[config.mk]
export PLATFORM = sky130hd
export DESIGN_NAME = fltt_head
export DESIGN_NICKNAME = d
export VERILOG_FILES = /design/src/fltt_pkg.sv /design/src/fltt_head.sv
export SDC_FILE = /design/constraint.sdc
export NUM_CORES = 1
export LEC_CHECK = 0
export BUFFER_PORTS_ARGS = -buffer_cell sky130_fd_sc_hd__buf_2
export CAP_MARGIN = 20
export CORE_AREA = 2 2 208 210
export DETAILED_ROUTE_END_ITERATION = 12
export DIE_AREA = 0 0 210 212
export PLACE_DENSITY = 0.45
export SYNTH_ARGS = -nofsm -noshare
export SYNTH_HDL_FRONTEND = slang
export SYNTH_SLANG_ARGS = --single-unit
[constraint.sdc]
create_clock -name vclk -period 15.81
set_clock_uncertainty 0.15 [all_clocks]
set_input_delay 2.3715 -clock vclk [all_inputs]
set_output_delay 2.3715 -clock vclk [all_outputs]
set_load 0.1 [all_outputs]
[src/fltt_pkg.sv]
// ----------------------------------------------------------------------------
// fltt_pkg
// Types and constants shared by the flow table ring and its head unit.
// ----------------------------------------------------------------------------
package fltt_pkg;

  localparam int unsigned FlowsDefault = 64;
  localparam int unsigned KeyW         = 104;
  localparam int unsigned TsW          = 32;
  localparam int unsigned CntW         = 32;
  localparam int unsigned TimeoutW     = 16;
  localparam int unsigned LimitW       = 7;
  localparam int unsigned InDataW      = 136;
  localparam int unsigned OutDataW     = 184;
  localparam int unsigned OutSlotW     = 6;
  localparam int unsigned OutSatW      = 7;

  localparam logic       OP_PACKET = 1'b0;
  localparam logic       OP_SWEEP  = 1'b1;
  localparam logic [0:0] REG_TIMEOUT = 1'b0;
  localparam logic [0:0] REG_LIMIT   = 1'b1;

  localparam logic [CntW-1:0] CntMax = '1;

  // key: {src_ip, dst_ip, sport, dport, protocol}
  typedef struct packed {
    logic            valid;
    logic [KeyW-1:0] key;
    logic [TsW-1:0]  seen;
    logic [CntW-1:0] pkts;
  } entry_t;

  typedef enum logic [3:0] {
    PASS_LOOK  = 4'b0001,
    PASS_FIND  = 4'b0010,
    PASS_INS   = 4'b0100,
    PASS_SWEEP = 4'b1000
  } pass_e;

  typedef struct packed {
    pass_e mode;
    logic  kill;       // entry at head is the victim of the previous pass
    logic  ins_done;
    logic  best_valid;
  } head_ctl_t;

  typedef struct packed {
    logic match;
    logic killed;
    logic cand;
    logic ins;
    logic expire;
  } head_flags_t;

  function automatic logic [CntW-1:0] sat_inc(input logic [CntW-1:0] v);
    sat_inc = (v == CntMax) ? v : v + CntW'(1);
  endfunction

endpackage

[src/fltt_head.sv]
// ----------------------------------------------------------------------------
// fltt_head
// Update logic applied to the entry leaving the ring's head.
// ----------------------------------------------------------------------------
module fltt_head (
  input  fltt_pkg::head_ctl_t            ctl_i,
  input  fltt_pkg::entry_t               entry_i,
  input  logic [fltt_pkg::KeyW-1:0]      key_i,
  input  logic [fltt_pkg::TsW-1:0]       now_i,
  input  logic [fltt_pkg::TimeoutW-1:0]  timeout_i,
  input  logic [fltt_pkg::TsW-1:0]       best_ts_i,
  output fltt_pkg::entry_t               entry_o,
  output fltt_pkg::head_flags_t          flags_o
);
  import fltt_pkg::*;

  entry_t         e;
  logic [TsW-1:0] age;

  always_comb begin
    e       = entry_i;
    flags_o = '0;
    age     = now_i - entry_i.seen;
    if (ctl_i.kill && e.valid) begin
      e.valid        = 1'b0;
      flags_o.killed = 1'b1;
    end
    case (ctl_i.mode)
      PASS_LOOK: begin
        if (e.valid && e.key == key_i) begin
          flags_o.match = 1'b1;
          e.seen        = now_i;
          e.pkts        = sat_inc(e.pkts);
        end
      end
      PASS_FIND: begin
        flags_o.cand = e.valid && (!ctl_i.best_valid || e.seen < best_ts_i);
      end
      PASS_INS: begin
        if (!e.valid && !ctl_i.ins_done) begin
          flags_o.ins = 1'b1;
          e.valid     = 1'b1;
          e.key       = key_i;
          e.seen      = now_i;
          e.pkts      = '0;
        end
      end
      PASS_SWEEP: begin
        // negative age never expires
        if (e.valid && !age[TsW-1] && age > TsW'(timeout_i)) begin
          flags_o.expire = 1'b1;
          e.valid        = 1'b0;
        end
      end
      default: ;
    endcase
  end

  assign entry_o = e;

endmodule

### Word level (Yosys, flattened, before mapping)

Cells that the tools add are included.

* add/subtract/negate cells: 2
* mux-type cells: 16
* reductions and logical operators: 11
* multipliers: 0
* shift operators: 0
* equal/unequal tests: 6
* bitwise logic cells: 0
* order comparisons: 2
* div/mod/pow operators: 0

Operators with widths (number)
* $mux W169: 1
* $pmux W64 S2: 1
* $eq A104 B104 Y1: 1
* $mux W104: 1
* $mux W64: 1
* $add A32 B1 Y32 const B: 1
* $eq A32 B32 Y1 const B: 1
* $gt A32 B16 Y1: 1
* $lt A32 B32 Y1: 1
* $mux W32: 1
* $sub A32 B32 Y32: 1
* $mux W1: 10
* $logic_and A1 B1 Y1: 6
* $eq A4 B1 Y1 const B: 1
* $eq A4 B2 Y1 const B: 1
* $eq A4 B3 Y1 const B: 1
* $eq A4 B4 Y1 const B: 1
* $logic_not A1 Y1: 4
* $pmux W1 S2: 1
* $logic_or A1 B1 Y1: 1

* output and inout port bits: 174
* memories kept: 0
* flip-flop bits (word level): 0
* bits in read-only memories: 0
* bits in latches: 0
* memory bits (writable): 0

### Logic depth before layout (Yosys ltp)

* word-level depth: 6
* depth in mapped cells: 19
* depth with buffers taken out: 19

### Worst setup path after synthesis

OpenSTA, ideal clock, no wires.

* path kind: input to output
* start point: in now_i[0] (netlist bit)
* end point: out entry_o[168] (netlist bit)
* buffers on the path: 0
* data arrival time: 7.434 ns
* data required time: 13.289 ns
* slack: 5.854 ns
* stages on the path: 18
* cell sequence: inv_1 > ha_1 > fa_1 > nand2b_1 > a21o_1 > a2111oi_0 > nor3_1 > xnor2_1 > ha_1 > nand4_1 > nor3_1 > a21boi_0 > or4b_2 > a21oi_1 > nand4_1 > nor4_1 > nand4b_1 > a21oi_1

RTL lines
* from (decl): RTL line fltt_head.sv:9 `input logic [fltt_pkg::TsW-1:0] now_i,`
* to (decl): RTL line fltt_head.sv:12 `output fltt_pkg::entry_t entry_o,`

==> results by group <==
Floorplan
  • CORE AREA: between 40,000 and 50,000 µm²
  • Row count: between 70 and 80
  • DIE AREA: ~45,000 µm²
  • Starting Density: 0.1689
  • Chip height: about 210 µm
  • IO Pins: approximately 530
  • Chip Width: between 200 and 250 µm

Timing
  • Pins Over Slew Limit: 0
  • Fin crit share: 0.6450
  • Slew HR: 0.2384
  • Worst Max-Slew Pin Slew: 1.114 ns
  • Upper clock frequency limit: 0.09806 GHz
  • TNS Setup: 0 ns
  • WHS: between 5 and 6 ns
  • Hold Violations, Final: 0
  • Minimum clock period after layout: between 10 and 15 ns
  • Final setup viols: 0
  • RSZ-0062 raised after global routing: no
  • Setup ws final: 5.612 ns

Synth
  • Syn Std Cell Area: 7178 µm²
  • Avg Inst Size Synth: between 6 and 7 µm²
  • Yosys top cell by area: nand2_1
  • Share of the synthesized area in the top cell type: 0.1710
  • Post-synth net total: about 1,600
  • Top-count cell post-synth: nand2_1
  • Sequential element share of the synthesized area: 0
  • Mapped Cells: around 1,200
  • Commonest cells post-synth: nand2_1 (327), inv_1 (116), ha_1 (79), xor2_1 (61), o21ai_0 (53)
  • Library cells used by synthesis: 67
  • Synth area leaders: nand2_1 (17%), ha_1 (14%), xor2_1 (7.4%)
  • Ys Warns: 0

Route
  • 1st-iter DRT viols: between 400 and 500
  • Via density: 4.598
  • Vias: roughly 10,000
  • Final wirelength: between 40,000 and 50,000 µm
  • Drt wl/cell: between 20 and 25 µm
  • DRC: 0
  • Antenna viol nets, final: 0
  • Drt pass-1 iters: 5

Place
  • Post-Place Worst Slack: 5.568 ns
  • Number of port buffers: approximately 530
  • DP HPWL: just over 40,000 µm
  • RD Place Congestion: 0.9342

Cells and area
  • # clk buffers: 0
  • # nets final: approximately 2,100
  • FF+latch area: 0 µm²
  • Area Growth Syn to Fin: 45.36%
  • Fill cells: roughly 5,000
  • Layout cells sized above 1: 0.3460
  • Sequential cell count: 0

Critical path
  • CP Class: in -> out
  • Critical path's top delay family: simple AND/OR/NAND/NOR gates
  • Slowest CP cell: a2111oi_0
  • Slowest stage delay, CP: around 0.77 ns
  • Worst Path Required: around 13 ns
  • Worst-path maximum fanout: 3
  • Critical Path Source Type: primary input
  • Worst path bufs/invs: 2
  • Critical-path cell list: buf_2 > ha_1 > fa_1 > nand2b_1 > a21o_1 > a2111oi_0 > nor3_1 > xnor2_1 > ha_1 > nand4_1 > nor3_1 > a21boi_0 > or4b_2 > a21oi_1 > nand4_1 > nor4_1 > nand4b_1 > a21oi_1 > buf_2
  • Crit path DAT: about 7.7 ns
  • Worst Setup End Kind: output pin

GRT
  • First-pass GRT wire length: around 63,000 µm
  • Vias in the first global route: a little over 10,000
  • Initial antenna violation count: 30
  • Gr ovfl total: 0
  • Largest net degree at the start of global routing: between 90 and 100
  • GRT Util Overall: 0.1894

Pwr
  • Leak pwr: 5.750 nW
  • VDD IR max: between 0.00003 and 0.00004 V
  • Pwr Total: 0.0004896 W
  • Pwr dens: about 47 nW/µm²

CTS
  • CTS-repair resized insts: 0
  • Hold_buf cts: 0
  • # Post-CTS Setup Buffers: 0

Status
  • Status: finished, final reports clean

Job
  • Max Cap Violations: 0

Worst hold path
  • Hold WC Path Type: in -> out
## kinds of logic after synthesis
family                   Yosys count  share of synthesized area
adder cells (fa/ha/maj)           80                     0.1405
XOR/XNOR                          80                    0.09761
multiplexers                      40                    0.06101
buffers and inverters            163                    0.08645
AND/OR/NAND/NOR                  578                     0.3823
AO/OA/AOI/OAI                    250                     0.2322
## area by class of cell
class | count | area, µm² | share of cell area
multi-input cells | 1028 | 6573 | 0.6299
repair buffers | 536 | 2688 | 0.2576
well taps | 546 | 683.2 | 0.06548
inverters | 118 | 445.4 | 0.04269
diodes | 18 | 45.04 | 0.004317
## worst min-delay path, cell delays in order
cell	delay, ns
buf_2	0.10
o21ai_1	0.06
buf_2	0.29
## power by group
group | switching, W | internal (W) | total (W)
Clock | 0 | 0.000000000153 | 0.000000000154
Sequential | 0 | 0 | 0
Combinational | 0.000359 | 0.000131 | 0.000490
## metal layers
metal	share of wire	track usage	routed length [µm]
met1	0.38	0.2094	17450
met2	0.53	0.3622	24000
met3	0.062	0.03722	2816
met4	0.024	0.05918	1078
met5	0.0021	0	95
## final timing paths
kind                     from  slack, ns  cells after the start           end
setup / recovery  entry_i[32]       5.61                     19  entry_o[168]
hold / removal    entry_i[31]       5.05                      3   entry_o[31]
## through the flow
stage          utilization  instances  instance area (µm²)
2_1_floorplan            -       1191                 7178
3_3_place_gp        0.2444       2228                10390
3_5_place_dp        0.2444       2228                10390
4_1_cts             0.2444       2228                10390
5_1_grt             0.2452       2241                10420
6_report            0.2455       2246                10430
## layout by cell type (no fill, tap or decap), types with 17 or more instances in the layout
master / count
buf_2: 534
nand2_1: 327
inv_1: 116
ha_1: 79
xor2_1: 61
o21ai_0: 53
a21oi_1: 51
nor2b_1: 35
nand3_1: 34
nor2_1: 33
mux2_2: 30
a21o_1: 30
nand4_1: 28
nand2b_1: 27
nor3_1: 23
o211ai_1: 23
xnor2_1: 19
diode_2: 18
nor4_1: 18
o31ai_1: 17
Power figures use the tool's default switching activity.
